===== config.mk =====
export PLATFORM = sky130hd
export DESIGN_NAME = lht_rem
export DESIGN_NICKNAME = d
export VERILOG_FILES = /design/src/lht_rem.sv
export SDC_FILE = /design/constraint.sdc
export NUM_CORES = 1
export LEC_CHECK = 0
export ABC_AREA = 0
export CAP_MARGIN = 0
export CORE_UTILIZATION = 52
export CTS_BUF_LIST = sky130_fd_sc_hd__clkbuf_8
export DETAILED_ROUTE_END_ITERATION = 12
export DONT_BUFFER_PORTS = 1
export PLACE_DENSITY = 0.72
export SYNTH_ARGS = -nofsm -noshare
export SYNTH_HDL_FRONTEND = slang
export SYNTH_SLANG_ARGS = --single-unit

===== constraint.sdc =====
create_clock -name clk -period 3 [get_ports clk]
set_input_delay 0 -clock clk [delete_from_list [all_inputs] [get_ports clk]]
set_output_delay 0 -clock clk [all_outputs]
set_load 0.02 [all_outputs]

===== src/lht_rem.sv =====
// Restoring remainder unit, one dividend bit per cycle.
module lht_rem #(
  parameter int KEY_WIDTH = 31,
  parameter int ADDR_W    = 10
) (
  input  logic                 clk,
  input  logic                 rst,
  input  logic                 start,
  input  logic [KEY_WIDTH-1:0] dividend,
  input  logic [ADDR_W:0]      divisor,
  output logic                 done,
  output logic [ADDR_W-1:0]    rem
);

  localparam int CNT_W = (KEY_WIDTH > 1) ? $clog2(KEY_WIDTH) : 1;

  logic                 busy;
  logic [CNT_W-1:0]     cnt;
  logic [KEY_WIDTH-1:0] dvd;
  logic [ADDR_W:0]      part;
  logic [ADDR_W:0]      part_next;
  logic [ADDR_W+1:0]    trial;
  logic [ADDR_W+1:0]    dsr_ext;

  assign trial   = {part, dvd[KEY_WIDTH-1]};
  assign dsr_ext = {1'b0, divisor};

  always_comb begin
    if (trial >= dsr_ext) begin
      part_next = (ADDR_W+1)'(trial - dsr_ext);
    end else begin
      part_next = trial[ADDR_W:0];
    end
  end

  always_ff @(posedge clk) begin
    if (rst) begin
      busy <= 1'b0;
      done <= 1'b0;
      cnt  <= '0;
    end else begin
      // last dividend bit goes in this cycle
      done <= busy && !start && (cnt == '0);
      if (start) begin
        busy <= 1'b1;
        cnt  <= CNT_W'(KEY_WIDTH - 1);
      end else if (busy) begin
        cnt <= cnt - 1'b1;
        if (cnt == '0) begin
          busy <= 1'b0;
        end
      end
    end
  end

  always_ff @(posedge clk) begin
    if (start) begin
      dvd  <= dividend;
      part <= '0;
    end else if (busy) begin
      dvd  <= dvd << 1;
      part <= part_next;
    end
  end

  // partial remainder stays below divisor <= depth
  assign rem = part[ADDR_W-1:0];

endmodule


* Word-level counts from Yosys, hierarchy flattened
Cells that the tools add are included.
Word-level totals: bits in registers 49, bits in latches 0, RAM bits 0, ROM bits 0, bits of input ports 45, output and inout bits 11, word-level logic and storage cells 23, memories kept 0
Operators by class: add/sub/neg operators 2, $mul 0, div/mod/pow operators 0, order comparisons 1, equality and inequality tests 0, shifts and indexed selects 0, muxes and demuxes 8, bitwise operators 0, reductions and logical operators 6
Operators by type and width (number):
- $mux W31 | 2
- $ge A12 B11 Y1 | 1
- $mux W11 | 1
- $sub A11 B11 Y11 | 1
- $mux W5 | 2
- $logic_not A5 Y1 | 1
- $sub A5 B1 Y5 const B | 1
- $mux W1 | 3
- $logic_and A1 B1 Y1 | 2
- $reduce_bool A2 Y1 | 1
- $reduce_or A2 Y1 | 1
- $logic_not A1 Y1 | 1

* Depth between registers and ports, before layout
Gate-level depths: netlist (run 1).
depth in word-level cells 4, gate-level depth with buffers 10, gate-level depth less buffers 9

* Worst setup path before layout (run 1)
OpenSTA, ideal clock, no wires.
kind reg2reg, start point register dvd[30], end point register part[10], library setup time 0.088 ns, arrival time 2.250 ns, required time 2.912 ns, slack 0.662 ns, cell stages (with the launch flop) 11, path buffers 1, period minus slack after synthesis 2.338 ns, path through edfxtp_1 -> inv_1 -> ha_1 -> fa_1 -> nor2b_1 -> o22a_1 -> o2111a_2 -> a211oi_2 -> buf_6 -> or3b_1 -> a311oi_2
On the way: longest elaborated chain between the ends 2, elaborated cells on any way between the ends 3, those cells by class add/sub (1); order compare (1); mux (1)
RTL lines:
- start, declared | line 19 | logic [KEY_WIDTH-1:0] dvd;
- start signal, assigned | line 58 | dvd <= dividend;
- start signal, assigned | line 61 | dvd <= dvd << 1;
- $sub A11 B11 Y11 or $ge A12 B11 Y1 (tied branches) | line 30, 29
- $mux W11 * | line 29 | if (trial >= dsr_ext) begin
- end signal, assigned | line 62 | part <= part_next;
- end, declared | line 20 | logic [ADDR_W:0] part;
Mark *: on every way between the ends. The rest lies on a longest branch, timed or not. A chain may end at the register's enable or synchronous reset.

* Worst setup path after layout (run 1)
start point register part[2], end point register part[0]
On the way: longest elaborated chain between the ends 2
RTL lines (line):
- $ge A12 B11 Y1 | 29
- $mux W11 | 29
Every way passes these cells.

==> summary.md, run 1 <==
| Metric | Value |
|---|---|
| Result of the run | `complete, no violations` |
| DRC viols | `0` |
| Overall via count from detail_route | `1,943` |
| # resized after CTS | `0` |
| Max FO, Critical Path | `11` |
| GRT Util Overall | `20.8%` |
| Relative slew slack | `50.6%` |
| Buffers on Ports | `0` |
| Clock period minus final worst setup slack | `2.76 ns` |
| Total placed cells including tap cells | `309` |
| Root buffer selected by CTS | `sky130_fd_sc_hd__clkbuf_8` |
| Pwr dens | `545 mW/mm^2` |
| Estimated wirelength of the detail-placed design | `3.48 mm` |
| Least-Margin Pin Slew | `0.740 ns` |
| Cts bufs inserted | `5` |
| Maximum Capacitance Violations | `0` |
| PnR Total Power | `1.79 mW` |
| Post-synthesis sequential element count | `49` |
| Number of post-CTS setup repair buffers | `0` |
| CP bufs+invs | `0` |
| Number of nets with antenna violations after detailed routing | `0` |
| Detailed-router iteration count before antenna repair | `4` |
| Count of different cell masters after synthesis | `56` |
| Fraction of final layout cells sized beyond drive strength 1 | `21.0%` |
| Slowest Stage Delay on Critical Path | `0.57 ns` |
| Count of fill cells added during filler insertion | `422` |
| Overall die area | `0.00564 sq mm` |
| Crit-path slowest cell | `sky130_fd_sc_hd__a211oi_2` |
| CP delay by family, top | `compound AO/OA/AOI/OAI gates` |
| Synthesized net count | `310` |
| Worst-skew pair later-pin latency | `0.31 ns` |
| Share of the core filled with cells in the final layout | `63.9%` |
| Largest net degree at the start of global routing | `49` |
| Number of standard cells in the final layout excluding fillers | `351` |
| Slew Viols, Final | `0` |
| Initial core utilization | `54.1%` |
| Fmax | `0.362 GHz` |
| Critical Path Source Type | `register` |
| Clock Skews | `0.0111 ns` |
| Sum of negative setup slack | `0 ns` |
| Layout-stage area growth over the synthesis result | `18.3%` |
| Drt via density | `5.54` |
| Sequential cell area fraction in the yosys report | `46.5%` |
| Final Cycle Share | `92.1%` |
| Warnings, synthesis | `0` |
| Clock buffer depth | `2` |
| Footprint of the flip-flops and latches | `0.00129 sq mm` |
| IR Drop Worst-Case VDD | `0.354 mV` |
| Synth Instances | `252` |
| Number of antenna violations at the first check in global routing | `0` |
| Share of synthesized flip-flops with an asynchronous set or reset | `0%` |
| Most common cell after layout, fill and taps aside | `sky130_fd_sc_hd__dlygate4sd3_1` |
| Boundary Pins | `56` |
| Mapped Area | `0.00278 sq mm` |
| Clock-pin slew reported for the worst setup and hold paths after clock tree synthesis | `0.10 ns` |
| Sinks on the clock net | `49` |
| Final-stage net count | `338` |
| Most frequently used flop master after synthesis | `sky130_fd_sc_hd__edfxtp_1` |
| Leak pwr | `1.31 nW` |
| Worst Hold Depth | `2` |
| Worst setup path class | `reg2reg` |
| Die height | `75.1 um` |
| Wire length of the first global-routing pass | `8.58 mm` |
| Final-report hold violation count | `0` |
| Core region area | `0.00514 sq mm` |
| Number of cell rows | `26` |
| Global-route congestion overflow total | `0` |
| Data required, critical path | `3.23 ns` |
| Series of cell instances along the critical path | `ha_1 -> or2_2 -> o22a_1 -> o2111a_2 -> a211oi_2 -> mux2_2 -> a211oi_1` |
| Drt total wl | `5.44 mm` |
| Starting DRC count in detailed routing | `81` |
| Antenna diode instance count | `0` |
| Number of cells on the critical path | `7` |
| Total area of multi-input combinational cells | `0.00130 sq mm` |
| Nature of the critical path endpoint | `register` |
| Routed wire per std cell | `15.5 um` |
| Post-synth EDFFs | `31` |
| Placer congestion estimate | `0.806` |
| RSZ-0062 raised after global routing | `no` |
| CTS tree | `built` |
| H-tree Lvls | `2` |
| Syn Area/Cell | `11.0 sq um` |
| Most frequent cells in the layout | `sky130_fd_sc_hd__dlygate4sd3_1, sky130_fd_sc_hd__mux2_2, sky130_fd_sc_hd__edfxtp_1, sky130_fd_sc_hd__nor2_1` |
| Horizontal die dimension | `75.1 um` |
| Setup Viol. Count Final | `0` |
| Via count of the first global-routing pass | `1,902` |
| Number of cells on the worst reg-to-reg path | `7` |
| Arrival @ worst endpoint | `2.99 ns` |
| Class of the most critical hold timing path | `in2reg` |
cell type report:
type,count,area share (%)
Sequential cell,49,39.3
Timing Repair Buffer,41,12.3
Tap cell,70,2.66
Clock buffer,5,2.09
Inverter,18,2.06
Multi-Input combinational cell,165,39.6
Clock inverter,3,2.09
synth_stat cells (all sizes together) (4+ instances only):
| cell | n | area, sq um |
|---|---|---|
| nor2 | 22 | 82.6 |
| inv | 18 | 67.6 |
| xnor2 | 4 | 35.0 |
| a21oi | 4 | 20.0 |
| a21o | 4 | 31.3 |
| a311oi | 8 | 76.3 |
| edfxtp | 31 | 931 |
| o21ai | 6 | 30.0 |
| buf | 16 | 105 |
| clkbuf | 4 | 15.0 |
| dfxtp | 18 | 360 |
| nor3 | 5 | 25.0 |
| nand2 | 15 | 58.8 |
| ha | 12 | 150 |
| mux2 | 31 | 349 |
| nor2b | 4 | 25.0 |
power by group:
| group | internal, mW | switching, mW |
|---|---|---|
| clock | 0.336 | 0.240 |
| sequential | 0.794 | 0.0361 |
| combinational | 0.186 | 0.198 |
| total | 1.32 | 0.474 |
metal layers:
| metal | share of wire (%) | track usage, % | vias up |
|---|---|---|---|
| met5 | 0 | 0 | - |
| met4 | 1.3 | 7.34 | 0 |
| met3 | 5.9 | 6.02 | 8 |
| met2 | 49 | 34.8 | 54 |
| met1 | 43 | 25.5 | 914 |
| li1 | - | - | 967 |
worst register-to-register path: cells and delay by family, from the launching register on:
kind | cells | cell delay [ns]
compound gates | 4 | 1.30
flops | 1 | 0.41
mux | 1 | 0.41
simple gates | 1 | 0.29
fa+ha+maj | 1 | 0.26
timing repair:
item / in CTS / in global routing
hold buffers: 34 / 0
endpoints found under the setup margin: 0 / 0
hold endpoints to repair: 49 / 0
worst paths after layout:
check | startpoint | end | slack, ns
setup / recovery | part[2]$_SDFFE_PP0P_ | part[0]$_SDFFE_PP0P_ | 0.24
hold / removal | start | part[10]$_SDFFE_PP0P_ | 0.01
setup reg to reg | part[2]$_SDFFE_PP0P_ | part[0]$_SDFFE_PP0P_ | 0.24
hold reg to reg | cnt[4]$_SDFFE_PP0P_ | done$_SDFF_PP0_ | 0.49
flip-flops by register name, summed over array words and instances, names as in the netlist:
name / count
part: 11
busy: 1
dvd: 31
cnt: 5
done: 1
logic make-up (layout without fill, tap and decap cells):
group / count (synthesis) / count (layout) / share of synthesized area, %
adders and majority gates: 13 / 13 / 6.12
xor gates and xnor gates: 7 / 7 / 2.21
DFF: 49 / 49 / 46.5
buffers and inverters: 38 / 67 / 6.75
AOI/OAI and AO/OA: 43 / 43 / 12.0
and+or+nand+nor: 68 / 68 / 12.8
muxes: 34 / 34 / 13.6
through the flow:
stage                     hold WS [ns]  setup slack (ns)  area, sq um
final                          0.00966             0.236         3290
after global routing            0.0259            0.0422         3290
after CTS                       0.0143             0.224         3290
after detailed placement        0.0750             0.248         2800
after global placement          0.0732             0.358         2800
after floorplan                 0.0724             0.662         2780
Note: power is estimated with default switching activity, not from simulation.
==> inputs of run 2 (changes only) <==
--- a/config.mk
+++ b/config.mk
@@ -11,7 +11,7 @@
 export CTS_BUF_LIST = sky130_fd_sc_hd__clkbuf_8
 export DETAILED_ROUTE_END_ITERATION = 12
 export DONT_BUFFER_PORTS = 1
-export PLACE_DENSITY = 0.72
+export PLACE_DENSITY = 0.71
 export SYNTH_ARGS = -nofsm -noshare
 export SYNTH_HDL_FRONTEND = slang
 export SYNTH_SLANG_ARGS = --single-unit
==> summary.md, run 2 (synthesis results as in run 1) <==
| Metric | Value |
|---|---|
| Overall via count from detail_route | `1,910` |
| Total placed cells including tap cells | `309` |
| Pwr dens | `518 mW/mm^2` |
| Routed wire per std cell | `15.2 um` |
| Result of the run | `complete, no violations` |
| Starting DRC count in detailed routing | `83` |
| Drt via density | `5.46` |
| Largest register FFs | `31` |
| Number of cells on the worst reg-to-reg path | `7` |
| Worst Hold Depth | `2` |
| Most frequent cells in the layout | `sky130_fd_sc_hd__dlygate4sd3_1, sky130_fd_sc_hd__mux2_2, sky130_fd_sc_hd__edfxtp_1, sky130_fd_sc_hd__nor2_1` |
| Clock Skews | `0.00594 ns` |
| Slowest Stage Delay on Critical Path | `0.44 ns` |
| Cts bufs inserted | `5` |
| Register-to-Register Setup Slack | `0.39 ns` |
| Final-report hold violation count | `0` |
| Top register by number of flip-flops | `dvd` |
| Launching point of the worst reg2reg path | `part[2]$_SDFFE_PP0P_` |
| Root buffer selected by CTS | `sky130_fd_sc_hd__clkbuf_8` |
| Worst hold endpoint | `part[10]$_SDFFE_PP0P_` |
| Class of the most critical hold timing path | `in2reg` |
| Largest net degree at the start of global routing | `50` |
| Fraction of final layout cells sized beyond drive strength 1 | `21.1%` |
| Number of standard cells in the final layout excluding fillers | `350` |
| Post-Place Worst Slack | `0.226 ns` |
| Post-layout worst setup margin | `0.393 ns` |
| Detailed-router iteration count before antenna repair | `4` |
| Worst setup path class | `reg2reg` |
| Number of antenna violations at the first check in global routing | `0` |
| RSZ-0062 raised after global routing | `no` |
| Sum of negative setup slack | `0 ns` |
| Global-route congestion overflow total | `0` |
| Boundary Pins | `56` |
| Number of nets with antenna violations after detailed routing | `0` |
| Final Cycle Share | `86.9%` |
| Horizontal die dimension | `75.1 um` |
| Clock buffer depth | `2` |
| Share of the core filled with cells in the final layout | `63.4%` |
| H-tree Lvls | `2` |
| Least-Margin Pin Slew | `0.747 ns` |
| Worst Hold Slack | `0.0277 ns` |
| Wire length of the first global-routing pass | `8.36 mm` |
| Count of fill cells added during filler insertion | `451` |
| Hold Path Origin | `start` |
| Buffers on Ports | `0` |
| Estimated wirelength of the detail-placed design | `3.46 mm` |
| CTS tree | `built` |
| Final-stage net count | `337` |
| Die height | `75.1 um` |
| Maximum Capacitance Violations | `0` |
| Endpoint of the worst register-to-register path | `part[0]$_SDFFE_PP0P_` |
| Antenna diode instance count | `0` |
| Arrival @ worst endpoint | `2.83 ns` |
| Setup Viol. Count Final | `0` |
| Crit-path slowest cell | `sky130_fd_sc_hd__a211oi_4` |
| Data required, critical path | `3.22 ns` |
| Critical Path Source Type | `register` |
| GRT Util Overall | `20.0%` |
| DRC viols | `0` |
| Slew Viols, Final | `0` |
| Number of cell rows | `26` |
| Most common cell after layout, fill and taps aside | `sky130_fd_sc_hd__dlygate4sd3_1` |
| Core region area | `0.00514 sq mm` |
| Clock period minus final worst setup slack | `2.61 ns` |
| Sinks on the clock net | `49` |
| Overall die area | `0.00564 sq mm` |
| Initial core utilization | `54.1%` |
| Drt total wl | `5.34 mm` |
| Leading registers by flop count | `dvd (31), part (11), cnt (5)` |
| Series of cell instances along the critical path | `ha_1 -> or2_2 -> o22a_1 -> o2111a_2 -> a211oi_4 -> mux2_2 -> a211oi_1` |
| Worst-skew pair later-pin latency | `0.30 ns` |
| Max FO, Critical Path | `11` |
| Clock-pin slew reported for the worst setup and hold paths after clock tree synthesis | `0.09 ns` |
| Leak pwr | `1.29 nW` |
| Placer congestion estimate | `0.818` |
| IR Drop Worst-Case VDD | `0.368 mV` |
| Relative slew slack | `50.2%` |
| Fmax | `0.384 GHz` |
| Via count of the first global-routing pass | `1,830` |
| Nature of the critical path endpoint | `register` |
| Layout-stage area growth over the synthesis result | `17.3%` |
==> run 2: cell count changes in the layout (fill, tap and decap cells not counted) <==
| cell | before | now |
|---|---|---|
| sky130_fd_sc_hd__clkinvlp_2 | 0 | 1 |
| sky130_fd_sc_hd__dlygate4sd3_1 | 33 | 32 |
| sky130_fd_sc_hd__a211oi_4 | 0 | 1 |
| sky130_fd_sc_hd__bufinv_16 | 2 | 1 |
| sky130_fd_sc_hd__a211oi_2 | 1 | 0 |
==> run 2: cell type report <==
type	instances	area [sq um]	area share, %
clock buffers	5	68.8	2.11
flip-flops and latches	49	1290	39.6
inverters	18	67.6	2.07
repair buffers	40	393	12.1
well taps	70	87.6	2.69
multi-input cells	165	1310	40.1
clock inverters	3	43.8	1.34
==> run 2: what timing repair did <==
item	4_1_cts	5_1_grt
gates resized for setup	0	1
endpoints found under the hold margin	49	0
endpoints found under the setup margin	0	1
hold buffers	33	0
buffers inserted	0	0
==> run 2: worst max-delay path, delay by kind of cell (launching register included) <==
kind / cells / cell delay [ns]
compound gates: 4 / 1.17
mux: 1 / 0.39
simple gates: 1 / 0.30
flops: 1 / 0.41
fa+ha+maj: 1 / 0.26
==> run 2: how the worst max path moves through the flow <==
stage	from	end	slack (ns)	cells after the start
after floorplan	dvd[30]$_DFFE_PP_	part[10]$_SDFFE_PP0P_	0.66	10
after global placement	part[2]$_SDFFE_PP0P_	part[0]$_SDFFE_PP0P_	0.35	7
after detailed placement	part[2]$_SDFFE_PP0P_	part[0]$_SDFFE_PP0P_	0.23	7
after CTS	part[2]$_SDFFE_PP0P_	part[0]$_SDFFE_PP0P_	0.20	7
after global routing	part[0]$_SDFFE_PP0P_	part[10]$_SDFFE_PP0P_	0.17	8
final	part[2]$_SDFFE_PP0P_	part[0]$_SDFFE_PP0P_	0.39	7
==> run 2: layer usage <==
layer | vias to the layer above | wire length, um | track usage, % | share of wire [%]
li1 | 964 | - | - | -
met1 | 894 | 2370 | 25.6 | 44
met2 | 44 | 2640 | 32.8 | 49
met3 | 8 | 249 | 5.62 | 4.7
met4 | 0 | 78 | 6.50 | 1.5
met5 | - | 0 | 0 | 0
==> run 2: power by group <==
part	switching, mW	internal [mW]	leakage, nW
clock	0.223	0.249	0.0547
combinational	0.199	0.186	0.774
sequential	0.0363	0.794	0.461
total	0.458	1.23	1.29
==> run 2: stage by stage <==
step                      instance area [sq um]  power (mW)
after floorplan                            2780        1.13
after global routing                       3260        1.78
after CTS                                  3250        1.69
after global placement                     2800        1.17
after detailed placement                   2800        1.18
final                                      3260        1.69
==> inputs of run 3 (changes only) <==
--- a/config.mk
+++ b/config.mk
@@ -11,7 +11,7 @@
 export CTS_BUF_LIST = sky130_fd_sc_hd__clkbuf_8
 export DETAILED_ROUTE_END_ITERATION = 12
 export DONT_BUFFER_PORTS = 1
-export PLACE_DENSITY = 0.71
+export PLACE_DENSITY = 0.74
 export SYNTH_ARGS = -nofsm -noshare
 export SYNTH_HDL_FRONTEND = slang
 export SYNTH_SLANG_ARGS = --single-unit
==> constraint.sdc (replaced) <==
create_clock -name clk -period 2.3 [get_ports clk]
set_input_delay 0 -clock clk [delete_from_list [all_inputs] [get_ports clk]]
set_output_delay 0 -clock clk [all_outputs]
set_load 0.02 [all_outputs]
==> summary.md, run 3 (synthesis results as in run 1) <==
| Metric | Value |
|---|---|
| Result of the run | `finished with violations` |
| Violations in the final reports | `setup timing` |
| Most common cell after layout, fill and taps aside | `sky130_fd_sc_hd__dlygate4sd3_1` |
| H-tree Lvls | `2` |
| Leading registers by flop count | `dvd (31), part (11), cnt (5)` |
| Clock buffer depth | `2` |
| Arrival @ worst endpoint | `2.58 ns` |
| Series of cell instances along the critical path | `inv_2 -> ha_4 -> fa_2 -> nor2b_4 -> o22a_1 -> o2111a_2 -> a211oi_2 -> buf_4 -> or3b_1 -> a311oi_1` |
| Hold Path Origin | `start` |
| Largest register FFs | `31` |
| Horizontal die dimension | `75.1 um` |
| Worst Hold Slack | `0.0168 ns` |
| Relative slew slack | `50.1%` |
| Drt total wl | `5.84 mm` |
| Number of nets with antenna violations after detailed routing | `0` |
| Global-route congestion overflow total | `0` |
| Largest net degree at the start of global routing | `50` |
| Final Cycle Share | `102%` |
| Root buffer selected by CTS | `sky130_fd_sc_hd__clkbuf_8` |
| Slowest Stage Delay on Critical Path | `0.37 ns` |
| DRC viols | `0` |
| Nature of the critical path endpoint | `register` |
| Estimated wirelength of the detail-placed design | `3.56 mm` |
| Leak pwr | `1.40 nW` |
| Worst setup path class | `reg2reg` |
| Core region area | `0.00514 sq mm` |
| Max FO, Critical Path | `3` |
| Layout-stage area growth over the synthesis result | `24.3%` |
| GRT Util Overall | `21.3%` |
| CP startpoint | `dvd[30]$_DFFE_PP_` |
| Overall die area | `0.00564 sq mm` |
| Worst Hold Depth | `2` |
| Top register by number of flip-flops | `dvd` |
| Clock-pin slew reported for the worst setup and hold paths after clock tree synthesis | `0.10 ns` |
| Die height | `75.1 um` |
| Fraction of final layout cells sized beyond drive strength 1 | `29.0%` |
| Most frequent cells in the layout | `sky130_fd_sc_hd__dlygate4sd3_1, sky130_fd_sc_hd__mux2_2, sky130_fd_sc_hd__edfxtp_1, sky130_fd_sc_hd__buf_4, sky130_fd_sc_hd__nor2_1` |
| Worst hold endpoint | `part[0]$_SDFFE_PP0P_` |
| Post-Place Worst Slack | `-0.0776 ns` |
| Number of cells on the worst reg-to-reg path | `10` |
| Crit-path slowest cell | `sky130_fd_sc_hd__fa_2` |
| Setup Viol. Count Final | `3` |
| Overall via count from detail_route | `2,033` |
| Maximum Capacitance Violations | `0` |
| Worst-skew pair later-pin latency | `0.31 ns` |
| Least-Margin Pin Slew | `0.748 ns` |
| Register-to-Register Setup Slack | `-0.06 ns` |
| Buffers on Ports | `0` |
| Fmax | `0.424 GHz` |
| RSZ-0062 raised after global routing | `yes` |
| Wire length of the first global-routing pass | `8.78 mm` |
| Data required, critical path | `2.53 ns` |
| Clock period minus final worst setup slack | `2.36 ns` |
| Initial core utilization | `54.1%` |
| Placer congestion estimate | `0.805` |
| CTS tree | `built` |
| Sinks on the clock net | `49` |
| Boundary Pins | `56` |
| Antenna diode instance count | `0` |
| PnR Total Power | `2.32 mW` |
| Number of antenna violations at the first check in global routing | `0` |
| Post-layout worst setup margin | `-0.0574 ns` |
| Via count of the first global-routing pass | `1,922` |
| Starting DRC count in detailed routing | `107` |
| Clock Skews | `0.00479 ns` |
| Drt via density | `5.49` |
| IR Drop Worst-Case VDD | `0.588 mV` |
| Final-stage net count | `357` |
| Critical Path Source Type | `register` |
| Number of cell rows | `26` |
| Final-report hold violation count | `0` |
| Detailed-router iteration count before antenna repair | `4` |
| Class of the most critical hold timing path | `in2reg` |
| Cts bufs inserted | `5` |
| Endpoint of the worst register-to-register path | `part[6]$_SDFFE_PP0P_` |
| Slew Viols, Final | `0` |
| Routed wire per std cell | `15.8 um` |
| Pwr dens | `671 mW/mm^2` |
| Launching point of the worst reg2reg path | `dvd[30]$_DFFE_PP_` |
## run 3: changes by cell type in the layout (fill, tap and decap cells not counted), sizes merged
| cell | previous run | this run |
|---|---|---|
| buf | 8 | 28 |
| clkinvlp | 1 | 0 |
| clkinv | 0 | 1 |
## run 3: worst max-delay path: cells and delay by family (launching register included)
family | cells | cell delay [ns]
AO/OA/AOI/OAI | 4 | 0.68
adder cells (fa/ha/maj) | 2 | 0.52
AND/OR/NAND/NOR | 2 | 0.50
flip-flops | 1 | 0.36
buffers and inverters | 2 | 0.21
## run 3: layout make-up
| type | count | area, sq um |
|---|---|---|
| Timing Repair Buffer | 60 | 543 |
| Clock buffer | 5 | 68.8 |
| Sequential cell | 49 | 1290 |
| Fill cell | 405 | 1690 |
| Inverter | 18 | 67.6 |
| Tap cell | 70 | 87.6 |
| Multi-Input combinational cell | 165 | 1350 |
| Clock inverter | 3 | 50.0 |
## run 3: power breakdown
group          switching (mW)  internal [mW]  total [mW]  leakage, nW
logic                   0.294          0.298       0.592        0.877
registers              0.0370           1.04        1.07        0.461
clock network           0.320          0.334       0.653       0.0603
total                   0.651           1.67        2.32         1.40
## run 3: what timing repair did
| action | in CTS | in global routing |
|---|---|---|
| resized for setup | 3 | 7 |
| endpoints found under the hold margin | 49 | 0 |
| setup buffers | 3 | 2 |
| hold buffers | 33 | 0 |
| pin swaps | 1 | 4 |
| endpoints found under the setup margin | 3 | 9 |
## run 3: how the worst max path moves through the flow
| stage | end | cells past startpoint |
|---|---|---|
| final | part[6]$_SDFFE_PP0P_ | 10 |
| after global routing | part[6]$_SDFFE_PP0P_ | 10 |
| after CTS | part[6]$_SDFFE_PP0P_ | 10 |
| after detailed placement | part[6]$_SDFFE_PP0P_ | 10 |
| after global placement | part[10]$_SDFFE_PP0P_ | 9 |
| after floorplan | part[10]$_SDFFE_PP0P_ | 10 |
## run 3: metal layers
metal	wire length [um]	part of all wire, %	up-vias	global-route usage [%]
met5	0	0	-	0
met4	85	1.5	0	6.92
met3	237	4.1	11	5.22
met2	2980	51	50	36.6
met1	2530	43	968	26.2
li1	-	-	1004	-
## run 3: stage by stage
| step | instances | area [sq um] | TNS (ns) | utilization (%) |
|---|---|---|---|---|
| 2_1_floorplan | 252 | 2780 | 0 | - |
| 3_3_place_gp | 324 | 2910 | -0.00107 | 56.7 |
| 3_5_place_dp | 324 | 2910 | -0.141 | 56.7 |
| 4_1_cts | 368 | 3410 | -0.0282 | 66.3 |
| 5_1_grt | 370 | 3450 | -0.691 | 67.2 |
| 6_report | 370 | 3450 | -0.133 | 67.2 |
